[config.mk]
export PLATFORM = sky130hd
export DESIGN_NAME = eye_crossing_jitter_measure_top
export DESIGN_NICKNAME = d
export VERILOG_FILES = /design/src/rtl/ecjm_pkg.sv /design/src/rtl/ecjm_track.sv /design/src/rtl/ecjm_scale.sv /design/src/rtl/eye_crossing_jitter_measure_top.sv
export SDC_FILE = /design/constraint.sdc
export NUM_CORES = 1
export LEC_CHECK = 0
export BUFFER_PORTS_ARGS = -buffer_cell sky130_fd_sc_hd__buf_2
export CAP_MARGIN = 40
export CORE_UTILIZATION = 64
export CTS_BUF_LIST = sky130_fd_sc_hd__clkbuf_2
export CTS_CLUSTER_SIZE = 20
export DETAILED_ROUTE_END_ITERATION = 8
export PLACE_DENSITY = 0.82
export SYNTH_ARGS = -nofsm -noshare
export SYNTH_HDL_FRONTEND = slang
export SYNTH_SLANG_ARGS = --single-unit
[constraint.sdc]
create_clock -name clk_i -period 16.55 [get_ports clk_i]
set_input_delay 0 -clock clk_i [delete_from_list [all_inputs] [get_ports clk_i]]
set_output_delay 0 -clock clk_i [all_outputs]
set_load 0.005 [all_outputs]
[src/rtl/ecjm_pkg.sv]
// Shared types and constants for the eye crossing jitter measure block
package ecjm_pkg;

  // eye bitmap geometry
  localparam int Width  = 512;
  localparam int Height = 256;

  localparam int ColW = 9;
  localparam int RowW = 8;
  localparam int PixW = 8;
  localparam int UiW  = 24;

  // center column and the two tracked sides
  localparam logic [ColW-1:0] CenterCol = ColW'(Width / 2);
  localparam logic [ColW-1:0] LeftFirst = ColW'(1);
  localparam logic [ColW-1:0] RightLast = ColW'(2 * (Width / 2) - 1);
  localparam logic [ColW-1:0] ColMax    = ColW'(Width - 1);

  // horizontal band about the vertical center
  localparam logic [RowW-1:0] BandLo = RowW'(Height / 2 - (Height / 20) / 2);
  localparam logic [RowW-1:0] BandHi = RowW'(Height / 2 + (Height / 20) / 2);

  // unit interval after reset
  localparam logic [UiW-1:0] UiReset = UiW'(1000);

  // one eye pixel request
  typedef struct packed {
    logic [ColW-1:0] column;
    logic [RowW-1:0] pixel_row;
    logic [15:0]     density;
    logic            frame_end;
  } pix_req_t;

  // one jitter result
  typedef struct packed {
    logic [UiW-1:0]  jitter_ps;
    logic [PixW-1:0] jitter_pixels;
    logic            edge_found;
  } jit_res_t;

  // wider crossing band, clamped
  typedef struct packed {
    logic [PixW-1:0] pix;
    logic            found;
  } band_t;

endpackage

[src/rtl/ecjm_track.sv]
// Edge trackers for both sides of the eye and the crossing band width
module ecjm_track (
  input  logic              clk_i,
  input  logic              rst_ni,
  input  logic              upd_i,
  input  ecjm_pkg::pix_req_t req_i,
  output ecjm_pkg::band_t   band_o
);

  logic [ecjm_pkg::ColW-1:0] li_q, lo_q, ri_q, ro_q;
  logic [ecjm_pkg::ColW-1:0] li_d, lo_d, ri_d, ro_d;
  logic                      hit, in_left, in_right;
  logic signed [ecjm_pkg::ColW:0] wl, wr, wmax;

  // pixel qualification
  assign hit = (req_i.density != 16'd0) &&
               (req_i.pixel_row >= ecjm_pkg::BandLo) &&
               (req_i.pixel_row <= ecjm_pkg::BandHi);
  assign in_left  = (req_i.column >= ecjm_pkg::LeftFirst) &&
                    (req_i.column <= ecjm_pkg::CenterCol);
  assign in_right = (req_i.column >= ecjm_pkg::CenterCol) &&
                    (req_i.column <= ecjm_pkg::RightLast);

  // tracker updates with this pixel
  always_comb begin
    li_d = li_q;
    lo_d = lo_q;
    ri_d = ri_q;
    ro_d = ro_q;
    if (hit && in_left) begin
      if (req_i.column > li_q) li_d = req_i.column;
      if (req_i.column < lo_q) lo_d = req_i.column;
    end
    if (hit && in_right) begin
      if (req_i.column < ri_q) ri_d = req_i.column;
      if (req_i.column > ro_q) ro_d = req_i.column;
    end
  end

  // widths from the updated trackers
  assign wl   = $signed({1'b0, li_d}) - $signed({1'b0, lo_d});
  assign wr   = $signed({1'b0, ro_d}) - $signed({1'b0, ri_d});
  assign wmax = (wl > wr) ? wl : wr;

  assign band_o.found = ~wmax[ecjm_pkg::ColW];
  assign band_o.pix   = wmax[ecjm_pkg::ColW] ? '0 : wmax[ecjm_pkg::PixW-1:0];

  // tracker registers, cleared after a frame ends
  always_ff @(posedge clk_i or negedge rst_ni) begin
    if (!rst_ni) begin
      li_q <= '0;
      lo_q <= ecjm_pkg::ColMax;
      ri_q <= ecjm_pkg::ColMax;
      ro_q <= '0;
    end else if (upd_i) begin
      if (req_i.frame_end) begin
        li_q <= '0;
        lo_q <= ecjm_pkg::ColMax;
        ri_q <= ecjm_pkg::ColMax;
        ro_q <= '0;
      end else begin
        li_q <= li_d;
        lo_q <= lo_d;
        ri_q <= ri_d;
        ro_q <= ro_d;
      end
    end
  end

endmodule

[src/rtl/ecjm_scale.sv]
// Band width register and picosecond scaling into the result register
module ecjm_scale (
  input  logic                        clk_i,
  input  logic                        mid_en_i,
  input  logic                        out_en_i,
  input  ecjm_pkg::band_t             band_i,
  input  logic [ecjm_pkg::UiW-1:0]    ui_i,
  output ecjm_pkg::jit_res_t          res_o
);

  ecjm_pkg::band_t    band_q;
  ecjm_pkg::jit_res_t res_q, res_d;
  logic [ecjm_pkg::UiW+ecjm_pkg::PixW-1:0] prod;

  // 2*ui*pix/512 is ui*pix shifted right by eight
  assign prod = ecjm_pkg::UiW'(ui_i) * band_q.pix;

  always_comb begin
    res_d.jitter_ps     = prod[ecjm_pkg::UiW+ecjm_pkg::PixW-1:ecjm_pkg::PixW];
    res_d.jitter_pixels = band_q.pix;
    res_d.edge_found    = band_q.found;
  end

  // payload registers
  always_ff @(posedge clk_i) begin
    if (mid_en_i) band_q <= band_i;
    if (out_en_i) res_q <= res_d;
  end

  assign res_o = res_q;

endmodule

[src/rtl/eye_crossing_jitter_measure_top.sv]
// Top level of the eye crossing jitter measure block
//
// Eye pixels come in on the pix channel (valid/stall), one request per cycle,
// in any order. A pixel in the center row band with nonzero density moves the
// inner and outer edge trackers on its side of the center column. A request
// with frame_end set is used like any other pixel and then yields one result
// on the res channel: the wider crossing band in pixels, in picoseconds as
// 2*ui*pixels/512, and a flag that is low when the band was clamped to zero.
// The trackers clear after that request; other requests give no result.
// A frame_end request taken into the input register goes through the tracker
// and band register and then the result register before it is shown on res.
// Throughput: one request per cycle while pix_stall_o is low; the tracker
// update is the single step per pixel and the scaling multiply sits in its
// own register stage. The user must write the unit interval register
// (cfg_we_i/cfg_wdata_i) only while idle; the block does not enforce it.
// Reset clears the trackers and the valid bits and sets the unit interval to
// 1000 ps. When the receiver stalls, the result register holds; requests keep
// flowing until one result waits on res, a second waits in the band register
// and a third frame_end request sits in the input register, then
// pix_stall_o rises.
module eye_crossing_jitter_measure_top (
  input  logic                     clk_i,
  input  logic                     rst_ni,
  input  logic                     pix_valid_i,
  input  ecjm_pkg::pix_req_t       pix_i,
  output logic                     pix_stall_o,
  output logic                     res_valid_o,
  output ecjm_pkg::jit_res_t       res_o,
  input  logic                     res_stall_i,
  input  logic                     cfg_we_i,
  input  logic [ecjm_pkg::UiW-1:0] cfg_wdata_i
);

  ecjm_pkg::pix_req_t       in_q;
  ecjm_pkg::band_t          band;
  logic                     in_vld_q, mid_vld_q, out_vld_q;
  logic                     in_go, mid_go, accept;
  logic [ecjm_pkg::UiW-1:0] ui_q;

  // stage advance control
  assign mid_go      = mid_vld_q && (!out_vld_q || !res_stall_i);
  assign in_go       = in_vld_q && (!in_q.frame_end || !mid_vld_q || mid_go);
  assign pix_stall_o = in_vld_q && !in_go;
  assign accept      = pix_valid_i && !pix_stall_o;

  // valid bits and unit interval register
  always_ff @(posedge clk_i or negedge rst_ni) begin
    if (!rst_ni) begin
      in_vld_q  <= 1'b0;
      mid_vld_q <= 1'b0;
      out_vld_q <= 1'b0;
      ui_q      <= ecjm_pkg::UiReset;
    end else begin
      if (accept) begin
        in_vld_q <= 1'b1;
      end else if (in_go) begin
        in_vld_q <= 1'b0;
      end
      if (in_go && in_q.frame_end) begin
        mid_vld_q <= 1'b1;
      end else if (mid_go) begin
        mid_vld_q <= 1'b0;
      end
      if (mid_go) begin
        out_vld_q <= 1'b1;
      end else if (!res_stall_i) begin
        out_vld_q <= 1'b0;
      end
      if (cfg_we_i) ui_q <= cfg_wdata_i;
    end
  end

  // input request register
  always_ff @(posedge clk_i) begin
    if (accept) in_q <= pix_i;
  end

  ecjm_track u_track (
    .clk_i  (clk_i),
    .rst_ni (rst_ni),
    .upd_i  (in_go),
    .req_i  (in_q),
    .band_o (band)
  );

  ecjm_scale u_scale (
    .clk_i    (clk_i),
    .mid_en_i (in_go && in_q.frame_end),
    .out_en_i (mid_go),
    .band_i   (band),
    .ui_i     (ui_q),
    .res_o    (res_o)
  );

  assign res_valid_o = out_vld_q;

endmodule

Yosys cells after proc, flatten, opt, wreduce, memory -nomap -nowiden:

Cells that the tools add are included.

* logic and storage cells: 75
* input bits: 63
* output and inout bits: 35
* bits in registers: 139

* $add $sub $neg: 2
* multiplexer cells: 19
* multipliers: 1
* magnitude comparators: 11
* bitwise gates (word level): 1
* equal/unequal tests: 1
* reduce and logical (&&, ||, !) cells: 23

Operators by type and width (number)
* $mux 9: 12
* $mul 24x8->32: 1
* $sub 9x9->10: 2
* $gt 9x9->1: 2
* $le 9x9->1 const B: 2
* $lt 9x9->1: 2
* $reduce_bool 16->1: 1
* $logic_and 1x1->1: 11
* $gt 10x10->1: 1
* $mux 10: 1
* $ge 9x1->1 const B: 1
* $ge 9x9->1 const B: 1
* $ge 8x7->1 const B: 1
* $le 8x8->1 const B: 1
* $logic_not 1->1: 6
* $mux 1: 6
* $reduce_bool 2->1: 2
* $logic_or 1x1->1: 3
* $ne 2x1->1 const B: 1
* $not 1->1: 1

Longest topological paths before layout:

Gate-level depths: netlist of the first run.

* depth after elaboration: 10
* depth in mapped cells: 33
* depth with buffers taken out: 30

By module:

A second synthesis of the first run with hierarchy kept.

* cells, all modules: 1336
* area, all modules: 13484.2 µm²

Modules (own cells, without submodules)
* ecjm_scale: area an instance 7161.9 µm², seq. area each 1261.2 µm², times used 1, cells each 734
* ecjm_track: area an instance 4157.7 µm², seq. area each 923.4 µm², times used 1, cells each 503
* eye_crossing_jitter_measure_top: area an instance 2164.6 µm², seq. area each 1704.1 µm², times used 1, cells each 99

Least setup slack after synthesis of the first run:

Ideal clock, no wire load.

* path type: register to register
* start point: register u_track.ri_q[1] in the netlist's numbering
* end point: register u_scale.band_q[3] in the netlist's numbering (data pin)
* data arrival time: 5516 ps
* required time: 16294 ps
* slack: 10778 ps
* stages on the path, launching flop included: 32
* library setup time: 256 ps
* cell sequence: dfstp_2 > inv_1 > ha_1 > a21o_1 > a21o_1 > a21o_1 > a21o_1 > a2111oi_2 > o21ai_1 > buf_2 > o21ai_0 > ha_1 > inv_1 > fa_1 > a21o_1 > a21oi_1 > o21ai_0 > a21oi_1 > o21bai_1 > a21oi_1 > xor2_1 > ha_1 > nor2b_1 > o21ai_0 > o41ai_1 > a31oi_1 > and2_1 > buf_6 > a22oi_1 > o21ai_2 > inv_2 > o211a_1

* word-level cells in the longest chain between the ends: 6

Ends and longest elaborated chain
* start, declared: line ecjm_track.sv:10 `logic [ecjm_pkg::ColW-1:0] li_q, lo_q, ri_q, ro_q;`
* start signal, assigned: line ecjm_track.sv:53 `ri_q <= ecjm_pkg::ColMax;`
* start signal, assigned: line ecjm_track.sv:59 `ri_q <= ecjm_pkg::ColMax;`
* start signal, assigned: line ecjm_track.sv:64 `ri_q <= ri_d;`
* $lt 9x9->1: line ecjm_track.sv:35 `if (req_i.column < ri_q) ri_d = req_i.column;`
* $mux 9: line ecjm_track.sv:35
* $mux 9 *: line ecjm_track.sv:34 `if (hit && in_right) begin`
* $sub 9x9->10 *: line ecjm_track.sv:42 `assign wr = $signed({1'b0, ro_d}) - $signed({1'b0, ri_d});`
* $gt 10x10->1: line ecjm_track.sv:43 `assign wmax = (wl > wr) ? wl : wr;`
* $mux 10 *: line ecjm_track.sv:43
* end signal, assigned: line ecjm_scale.sv:26 `if (mid_en_i) band_q <= band_i;`
* end, declared: line ecjm_scale.sv:11 `ecjm_pkg::band_t band_q;`

Mark *: on every way between the ends. The rest lies on a longest branch, timed or not.
A chain may end at the register's enable or synchronous reset.

Final worst setup path of the first run:

* start point: register in_q[27] in the netlist's numbering
* end point: register u_scale.band_q[3] in the netlist's numbering (data pin)

* word-level cells in the longest chain between the ends: 7
* elaborated cells on any way between the ends: 24

Ends and longest elaborated chain
* start, declared: line eye_crossing_jitter_measure_top.sv:34 `ecjm_pkg::pix_req_t in_q;`
* start signal, assigned: line eye_crossing_jitter_measure_top.sv:75 `if (accept) in_q <= pix_i;`
* $ge 9x1->1 (tied with other cells): line ecjm_track.sv:19 `assign in_left = (req_i.column >= ecjm_pkg::LeftFirst) &&`
* $logic_and 1x1->1 (on tied branches): line ecjm_track.sv:19, ecjm_track.sv:21
* $logic_and 1x1->1 (on tied branches): line ecjm_track.sv:30, ecjm_track.sv:34
* $mux 9 (on tied branches): line ecjm_track.sv:30, ecjm_track.sv:34
* $sub 9x9->10 (on tied branches): line ecjm_track.sv:41, ecjm_track.sv:42
* $gt 10x10->1: line ecjm_track.sv:43
* $mux 10 *: line ecjm_track.sv:43

Marks and branches as above.

==> results.ini, run 1 <==
[setup_path]
cp.arrival_ns = 7.84
cp_top_family = compound AO/OA/AOI/OAI gates
critPathMaxFanout = 17
worst-r2r-cell-count = 28
crit_type = reg -> reg
end_kind = register
r2r_start = in_q[27]$_DFFE_PP_
rrSetupSlack_ns = 9.28
slowest_stage = edfxtp_1
reg2reg_to = u_scale.band_q[3]$_SDFFCE_PP0P_
crit_required_ns = 17.12
start_kind = register
worst-path-buf-inv = 2
max_stage_delay_ns = 0.73

[timing]
worst_slew_pin_slew_ns = 0.931
max_freq_mhz = 138
clock_skew_ns = 0.0908
relSlewSlack = 0.379
fin_setup_tns_ns = 0
hold_slack_ns = 0.0578
finalWorstSetupSlack_ns = 9.28
final_max_slew_viol_count = 0
setup_viol = 0
period_share = 0.439
fin_crit_ns = 7.27
rsz0062_at_grt = false
hold_viol_final = 0

[pwr]
p_int_w = 0.000996
ir_drop_mv = 0.0696
clock_power_share = 0.132
pwr-share-seq = 0.282
netSwitchingFraction = 0.442
p_total_w = 0.00178
powerDensity_nw_per_um2 = 116
pwr-share-comb = 0.586
power_switching_w = 0.000788
power.leakage_nw = 7.23

[run_status]
status = complete, no violations

[min_path]
min_to = res_valid_o$_DFFE_PN0P_
hp-class = in -> reg
hp-start = res_stall_i
min_path_cells = 3

[floorplan]
io_pins = 98
coreArea_um2 = 19600
die-area_um2 = 20700
initial_utilization = 0.657
die_h_um = 144
fp.dieW_um = 144
rows = 51

[cts]
cts.sinks = 139
htree_levels = 4
cts_setup_buffers = 0
cts_buffers = 17
cts_tree = yes
clockRootBuffer = clkbuf_2
cts_buffer_depth = 2
clkLatencyLatePin_ns = 0.86
path_clk_slew_ns = 0.37

[global_routing]
top_usage_layer = met2
overflow = 0
track_usage = 0.364
grt_use_met3 = 0.0703
grt_max_degree = 64
grt_first_pass_wirelength_um = 56600
met2_usage = 0.642
grt_pass1_vias = 11119
use_met1 = 0.410
antenna_found_initial = 1

[synthesis]
synth_top_area_share = 0.207
synth_edf_count = 76
synthesis.area_um2 = 12900
synth_seq_area_share = 0.302
postSynth.asyncResetShare = 0.453
yosysMostFrequentCell = inv_1
synth.distinct_cells = 76
ys_ff_latch = 139
ys_warn_count = 0
yosysTopAreaCell = fa_1
yosys_most_used_dff = edfxtp_1
netlist_top_cells_area = fa_1, edfxtp_1, ha_1
syn_inst = 1266
syn_area_per_cell_um2 = 10.2
yosys-top-cells-count = inv_1, nand2_1, fa_1
syn_nets = 1573

[flow_run]
max_cap_violations = 0

[drt]
ant_nets = 0
drc = 0
wirelength_um = 34800
num_vias = 10601
dr.pass1.iters = 8
drtIter0Drc = 936
vias_per_cell = 6.01
wl_per_cell_um = 19.7

[cells_and_area]
drive_gt1_frac = 0.143
nNetsFinal = 1792
final_area_um2 = 15300
synthToLayoutAreaGrowth_pct = 19.1

[place]
portBuffers = 97
place_ws_ns = 9.69
gp_congestion = 0.902
placed_cell_area_um2 = 13600
hpwl_um = 20900

-- state kept, by name, indices dropped and copies added, names as in the netlist --
register / cells
u_scale.band_q: 9
u_track.lo_q: 9
u_track.li_q: 9
u_scale.res_o: 33
ui_q: 24
in_vld_q: 1
u_track.ri_q: 9
u_track.ro_q: 9
mid_vld_q: 1
res_valid_o: 1
in_q: 34
-- how the worst max path moves through the flow --
| stage | slack [ns] | cells after the start | to | from |
|---|---|---|---|---|
| floorplan | 10.78 | 31 | u_scale.band_q[3]$_SDFFCE_PP0P_ | u_track.ri_q[1]$_DFFE_PN1P_ |
| global placement | 9.99 | 26 | u_scale.band_q[3]$_SDFFCE_PP0P_ | in_q[26]$_DFFE_PP_ |
| detailed placement | 9.69 | 29 | u_scale.band_q[3]$_SDFFCE_PP0P_ | in_q[26]$_DFFE_PP_ |
| CTS | 9.64 | 29 | u_scale.band_q[3]$_SDFFCE_PP0P_ | in_q[26]$_DFFE_PP_ |
| global route | 8.94 | 25 | u_scale.band_q[3]$_SDFFCE_PP0P_ | in_q[27]$_DFFE_PP_ |
| finish | 9.28 | 28 | u_scale.band_q[3]$_SDFFCE_PP0P_ | in_q[27]$_DFFE_PP_ |
-- power by group through the flow --
stage | clock (W) | combinational, W | sequential (W)
after floorplan | 0 | 0.000785 | 0.000492
after global placement | 0 | 0.000958 | 0.000505
after detailed placement | 0 | 0.000997 | 0.000506
after CTS | 0.000226 | 0.00103 | 0.000499
after global routing | 0.000249 | 0.00118 | 0.000509
final | 0.000236 | 0.00105 | 0.000503
-- timing repair --
action / 4_1_cts / 5_1_grt
gates resized for setup: 0 / 0
hold endpoints to repair: 202 / 0
hold buffers: 146 / 0
-- cell usage in the layout, fill, tap and decap left out, drive strengths merged, types with 4 or more instances in the layout --
master,instances
a2111oi,4
and2,86
a22o,16
nor4,8
a21o,29
o21a,14
mux2i,10
nand2b,10
nand2,150
clkinv,10
dfstp,24
edfxtp,76
o22a,9
dfrtp,39
a211oi,4
o32a,8
clkbuf,17
a31oi,10
fa,133
nor2b,10
and4,4
nor3,10
xor2,13
a21oi,50
buf,109
dlygate4sd3,146
o31ai,6
inv,184
nor2,40
ha,111
mux2,24
o21ai,51
nand4,12
nand3,8
xnor2,19
o211ai,4
-- worst register-to-register path, delay by kind of cell, from the launching register on --
| family | cells | cell delay [ns] |
|---|---|---|
| AO/OA/AOI/OAI | 17 | 3.15 |
| adder cells (fa/ha/maj) | 4 | 1.35 |
| AND/OR/NAND/NOR | 3 | 1.16 |
| flip-flops | 1 | 0.73 |
| multiplexers | 1 | 0.27 |
| XOR/XNOR | 1 | 0.23 |
| buffers and inverters | 2 | 0.12 |
-- metrics by stage --
stage / util / instances
3_5_place_dp: 0.693 / 1585
2_1_floorplan: - / 1266
3_3_place_gp: 0.691 / 1582
6_report: 0.782 / 1764
5_1_grt: 0.782 / 1764
4_1_cts: 0.782 / 1763
-- area by class of cell --
class / count / area (um2)
multi-input cells: 893 / 8100
fillers: 1136 / 4270
flip-flops and latches: 139 / 3890
repair buffers: 255 / 2050
inverters: 179 / 672
well taps: 265 / 332
clock inverters: 15 / 194
clock buffers: 17 / 85.1
diodes: 1 / 2.50
-- layer usage --
layer / share of wire / up-vias
li1: - / 4683
met1: 0.36 / 5103
met2: 0.51 / 636
met3: 0.078 / 179
met4: 0.055 / 0
met5: 0 / -
-- cells by family (layout without fill, tap and decap cells) --
family	Yosys count	in the layout	synth area share
AOI/OAI and AO/OA	233	233	0.127
xor gates and xnor gates	32	32	0.0224
adders and majority gates	244	244	0.315
buffers and inverters	234	466	0.0694
DFF	139	139	0.302
muxes	34	34	0.0288
other	0	1	0
and+or+nand+nor	350	350	0.136
Note: power is estimated with default switching activity, not from simulation.
==> run 2: changes to the inputs <==
--- a/config.mk
+++ b/config.mk
@@ -5,6 +5,7 @@
 export SDC_FILE = /design/constraint.sdc
 export NUM_CORES = 1
 export LEC_CHECK = 0
+export ABC_AREA = 1
 export BUFFER_PORTS_ARGS = -buffer_cell sky130_fd_sc_hd__buf_2
 export CAP_MARGIN = 40
 export CORE_UTILIZATION = 64
==> constraint.sdc (replaced) <==
create_clock -name clk_i -period 7.5 [get_ports clk_i]
set_input_delay 0 -clock clk_i [delete_from_list [all_inputs] [get_ports clk_i]]
set_output_delay 0 -clock clk_i [all_outputs]
set_load 0.005 [all_outputs]
==> results.ini, run 2 <==
[timing]
worst_slew_pin_slew_ns = 0.891  ; -0.0397 ns
clock_skew_ns = 0.0640  ; -0.0268 ns
fin_setup_tns_ns = 0  ; unchanged
rsz0062_at_grt = false
hold_viol_final = 0  ; unchanged
fin_crit_ns = 6.20  ; -1.06 ns
relSlewSlack = 0.406  ; +0.0265
setup_viol = 0  ; unchanged
finalWorstSetupSlack_ns = 1.30  ; -7.99 ns
max_freq_mhz = 161  ; +17%
period_share = 0.827  ; +0.388
final_max_slew_viol_count = 0  ; unchanged

[cts]
cts_buffers = 17  ; unchanged
cts_tree = yes
cts_buffer_depth = 2  ; unchanged
cts.sinks = 139  ; unchanged
htree_levels = 4  ; unchanged
cts_setup_buffers = 0  ; unchanged
path_clk_slew_ns = 0.31  ; -0.06 ns
clockRootBuffer = clkbuf_2
clkLatencyLatePin_ns = 0.83  ; -0.03 ns

[floorplan]
fp.dieW_um = 147  ; +2.5%
io_pins = 98  ; unchanged
die-area_um2 = 21700  ; +5.1%
initial_utilization = 0.661  ; +0.00360
coreArea_um2 = 20500  ; +4.6%
rows = 52  ; +2.0%
die_h_um = 147  ; +2.5%

[drt]
wirelength_um = 39600  ; +14%
ant_nets = 0  ; unchanged
vias_per_cell = 5.79  ; -3.7%
drtIter0Drc = 1315  ; +40%
drc = 0  ; unchanged
dr.pass1.iters = 8  ; unchanged
wl_per_cell_um = 18.8  ; -4.9%
num_vias = 12218  ; +15%

[setup_path]
crit_type = reg -> reg
worst_path_most_repeated_cell = nand2_1
critPathMaxFanout = 15  ; -2
crit_required_ns = 8.13  ; -8.99 ns
max_stage_delay_ns = 0.62  ; -0.11 ns
end_kind = register
cp.arrival_ns = 6.83  ; -1.01 ns
start_kind = register
slowest_stage = edfxtp_1

[place]
gp_congestion = 0.952  ; +5.5%
portBuffers = 97  ; unchanged
hpwl_um = 24400  ; +16%
place_ws_ns = 1.87  ; -7.83 ns
placed_cell_area_um2 = 14400  ; +6.0%

[synthesis]
synth_seq_area_share = 0.287  ; -0.0149
yosys-top-cells-count = nand2_1, inv_1, fa_1
ys_ff_latch = 139  ; unchanged
synth_top_area_share = 0.197  ; -0.0102
yosysTopAreaCell = fa_1
syn_inst = 1603  ; +27%
netlist_top_cells_area = fa_1, edfxtp_1, nand2_1
ys_warn_count = 0  ; unchanged
synthesis.area_um2 = 13500  ; +5.2%
yosys_most_used_dff = edfxtp_1
yosysMostFrequentCell = nand2_1
synth_edf_count = 76  ; unchanged
syn_area_per_cell_um2 = 8.45  ; -17%
syn_nets = 1910  ; +21%
postSynth.asyncResetShare = 0.453  ; unchanged
synth.distinct_cells = 49  ; -36%

[cells_and_area]
layout_common_cells = nand2_1, inv_1, dlygate4sd3_1
final_area_um2 = 16200  ; +5.5%
nNetsFinal = 2133  ; +19%
nFillCells = 1227  ; +8.0%
drive_gt1_frac = 0.126  ; -0.0172
largest_reg_flops = 34  ; unchanged
synthToLayoutAreaGrowth_pct = 19.4
final_common_cell = nand2_1
regMostFlops = in_q

[global_routing]
track_usage = 0.386  ; +0.0224
grt_pass1_vias = 12947  ; +16%
overflow = 0  ; unchanged
antenna_found_initial = 2  ; +1
grt_max_degree = 64  ; unchanged
grt_first_pass_wirelength_um = 64400  ; +14%

[pwr]
ir_drop_mv = 0.194  ; +180%
netSwitchingFraction = 0.495  ; +0.0532
powerDensity_nw_per_um2 = 306  ; +160%
power.leakage_nw = 8.45  ; +17%
p_int_w = 0.00250  ; +150%
pwr-share-comb = 0.660  ; +0.074
power_switching_w = 0.00245  ; +210%
clock_power_share = 0.108  ; -0.024
pwr-share-seq = 0.232  ; -0.050

[run_status]
status = complete, no violations

[min_path]
hp-class = in -> reg

[flow_run]
max_cap_violations = 0  ; unchanged

-- run 2: metal layers --
layer  wire length [um]  track usage
met3               3310       0.0840
met2              19600        0.670
met5                  0            0
met4               2980        0.274
met1              13800        0.420
-- run 2: power by group through the flow --
stage,Clock [W],Combinational (W),Sequential (W)
after CTS,0.000514,0.00319,0.00114
after detailed placement,0,0.00309,0.00115
final,0.000533,0.00327,0.00115
after global placement,0,0.00294,0.00117
after global routing,0.000560,0.00366,0.00116
after floorplan,0,0.00239,0.00112
-- run 2: logic make-up after synthesis --
kind of cell               synth area share
muxes                                0.0191
DFF                                   0.287
xor gates and xnor gates             0.0233
buffers and inverters                 0.113
adders and majority gates             0.299
and+or+nand+nor                       0.180
AOI/OAI and AO/OA                    0.0781
-- run 2: repair_timing --
item,4_1_cts,5_1_grt
endpoints found under the hold margin,192,0
hold buffers,148,0
gates resized for setup,0,0
-- run 2: worst max-delay path, delay by kind of cell (launching register included) --
kind                     cells  cell delay (ns)
AO/OA/AOI/OAI                6             0.95
XOR/XNOR                     1             0.13
adder cells (fa/ha/maj)      4             1.31
buffers and inverters        2             0.16
flip-flops                   1             0.62
AND/OR/NAND/NOR             15             2.80
-- run 2: layout make-up --
class	instances	area, um2	share of cell area
well taps	270	338	0.0209
clock buffers	17	85.1	0.00526
clock inverters	15	195	0.0121
diodes	2	5.00	0.000310
multi-input cells	1064	8130	0.503
repair buffers	260	2230	0.138
flip-flops and latches	139	3890	0.241
inverters	344	1290	0.0799
-- run 2: metrics by stage --
step           hold slack (ns)  utilization  power (W)  instances
6_report                0.0640        0.789    0.00495       2111
5_1_grt                 0.0523        0.789    0.00538       2111
4_1_cts                 0.0129        0.788    0.00485       2109
3_5_place_dp             0.178        0.702    0.00424       1929
3_3_place_gp             0.176        0.691    0.00411       1919
2_1_floorplan           -0.296            -    0.00351       1603
-- run 2: worst paths after layout --
path,cells after the start,endpoint,from,slack [ns]
max,28,u_scale.band_q[6]$_SDFFCE_PP0P_,in_q[29]$_DFFE_PP_,1.30
min,4,res_valid_o$_DFFE_PN0P_,res_stall_i,0.06
max reg2reg,28,u_scale.band_q[6]$_SDFFCE_PP0P_,in_q[29]$_DFFE_PP_,1.30
min reg2reg,0,u_scale.res_o[0]$_DFFE_PP_,u_scale.band_q[0]$_DFFE_PP_,0.47
max in group asynchronous,4,u_track.li_q[4]$_DFFE_PN0P_,rst_ni,6.45
min in group asynchronous,4,u_track.li_q[7]$_DFFE_PN0P_,rst_ni,0.39
==> run 3: changes to the inputs <==
==> constraint.sdc (replaced) <==
create_clock -name clk_i -period 6 [get_ports clk_i]
set_input_delay 0 -clock clk_i [delete_from_list [all_inputs] [get_ports clk_i]]
set_output_delay 0 -clock clk_i [all_outputs]
set_load 0.005 [all_outputs]
==> results.ini, run 3 (synthesis gave the netlist of run 2 again) <==
[setup_path]
worst_path_most_repeated_cell = nand2_1
crit_required_ns = 6.59  ; -1.54 ns
end_kind = register
critPathMaxFanout = 15  ; unchanged
crit_type = reg -> reg
start_kind = register
max_stage_delay_ns = 0.59  ; -0.03 ns
slowest_stage = edfxtp_1
cp.arrival_ns = 6.31  ; -0.52 ns
rrSetupSlack_ns = 0.28  ; -1.02 ns

[cells_and_area]
largest_reg_flops = 34  ; unchanged
seq_area_um2 = 3890  ; unchanged
synthToLayoutAreaGrowth_pct = 19.6
layout_common_cells = nand2_1, inv_1, dlygate4sd3_1
final_common_cell = nand2_1
drive_gt1_frac = 0.131  ; +0.00541
nNetsFinal = 2141  ; +0.38%
nFillCells = 1227  ; unchanged
final_area_um2 = 16200  ; +0.22%
regMostFlops = in_q
stdcell_count = 2122  ; +0.52%
multi_input_area_um2 = 8160  ; +0.38%

[timing]
worst_slew_pin_slew_ns = 0.944  ; +0.0526 ns
max_freq_mhz = 175  ; +8.4%
hold_viol_final = 0  ; unchanged
period_share = 0.953  ; +0.126
clock_skew_ns = 0.107  ; +0.0429 ns
final_max_slew_viol_count = 0  ; unchanged
fin_crit_ns = 5.72  ; -0.482 ns
setup_viol = 0  ; unchanged
finalWorstSetupSlack_ns = 0.280  ; -1.02 ns
relSlewSlack = 0.371  ; -0.0351

[floorplan]
initial_utilization = 0.661  ; unchanged
coreArea_um2 = 20500  ; unchanged
rows = 52  ; unchanged
die_h_um = 147  ; unchanged
die-area_um2 = 21700  ; unchanged
io_pins = 98  ; unchanged
fp.dieW_um = 147  ; unchanged

[place]
place_ws_ns = 0.460  ; -1.41 ns
hpwl_um = 24000  ; -1.5%
placed_cell_area_um2 = 14400  ; -0.31%
portBuffers = 97  ; unchanged
place_inst = 1931  ; +0.10%
gp_congestion = 0.921  ; -3.2%

[cts]
cts_tree = yes
clockRootBuffer = clkbuf_2
path_clk_slew_ns = 0.33  ; +0.02 ns
cts.sinks = 139  ; unchanged
htree_levels = 4  ; unchanged
cts_buffers = 17  ; unchanged
clkLatencyLatePin_ns = 0.88  ; +0.05 ns
cts_buffer_depth = 2  ; unchanged

[pwr]
powerDensity_nw_per_um2 = 383  ; +25%
p_total_w = 0.00620  ; +25%
ir_drop_mv = 0.256  ; +32%
power.leakage_nw = 8.47  ; +0.20%

[drt]
ant_nets = 0  ; unchanged
dr.pass1.iters = 8  ; unchanged
drtIter0Drc = 1264  ; -3.9%
drc = 0  ; unchanged
wl_per_cell_um = 19.1  ; +1.8%
vias_per_cell = 5.83  ; +0.78%
wirelength_um = 40600  ; +2.4%
num_vias = 12377  ; +1.3%

[run_status]
status = complete, no violations

[global_routing]
track_usage = 0.390  ; +0.00368
overflow = 0  ; unchanged
grt_max_degree = 64  ; unchanged
grt_pass1_vias = 12889  ; -0.45%
antenna_found_initial = 5  ; +3
grt_first_pass_wirelength_um = 64700  ; +0.58%

[flow_run]
max_cap_violations = 0  ; unchanged

[min_path]
hp-class = in -> reg

-- run 3: metrics by stage --
| stage | hold WS, ns | setup TNS (ns) | utilization |
|---|---|---|---|
| finish | 0.218 | 0 | 0.790 |
| global route | 0.153 | -0.204 | 0.790 |
| CTS | 0.120 | 0 | 0.786 |
| detailed placement | 0.178 | 0 | 0.700 |
| global placement | 0.177 | 0 | 0.693 |
| floorplan | -0.296 | 0 | - |
-- run 3: per-layer routing --
layer,track usage,up-vias,part of all wire
met5,0,-,0
met4,0.282,0,0.081
li1,-,5461,-
met1,0.425,5787,0.33
met2,0.679,858,0.49
met3,0.0784,271,0.090
-- run 3: path summary, 6_finish.rpt --
kind	startpoint	depth (start not counted)	endpoint
worst max register to register	in_q[26]$_DFFE_PP_	34	u_scale.band_q[1]$_SDFFCE_PP0P_
min in group asynchronous	rst_ni	4	u_track.ro_q[8]$_DFFE_PN0P_
worst min register to register	u_scale.band_q[0]$_DFFE_PP_	0	u_scale.res_o[0]$_DFFE_PP_
worst min-delay path	res_stall_i	3	u_scale.res_o[1]$_DFFE_PP_
worst max-delay path	in_q[26]$_DFFE_PP_	34	u_scale.band_q[1]$_SDFFCE_PP0P_
max in group asynchronous	rst_ni	4	ui_q[13]$_DFFE_PN0P_
-- run 3: power breakdown --
group | internal (W) | leakage (nW) | switching (W)
registers | 0.00133 | 1.48 | 0.000110
clock network | 0.000153 | 0.160 | 0.000503
logic | 0.00162 | 6.83 | 0.00249
-- run 3: area by class of cell --
cell class,count,share of cell area
Antenna cell,5,0.000772
Inverter,344,0.0797
Multi-Input combinational cell,1064,0.504
Tap cell,270,0.0209
Timing Repair Buffer,268,0.138
Clock inverter,15,0.0117
Sequential cell,139,0.240
Clock buffer,17,0.00525
-- run 3: worst max-delay path: cells and delay by family, from the launching register on --
family                   cells  cell delay (ns)
AO/OA/AOI/OAI                9             1.47
adder cells (fa/ha/maj)      3             1.06
buffers and inverters        3             0.16
flip-flops                   1             0.59
AND/OR/NAND/NOR             19             2.17
-- run 3: repair_timing --
item,in CTS,in global routing
hold buffers,149,0
gates resized for setup,0,9
setup endpoints to repair,0,9
setup buffers,0,5
endpoints found under the hold margin,198,0
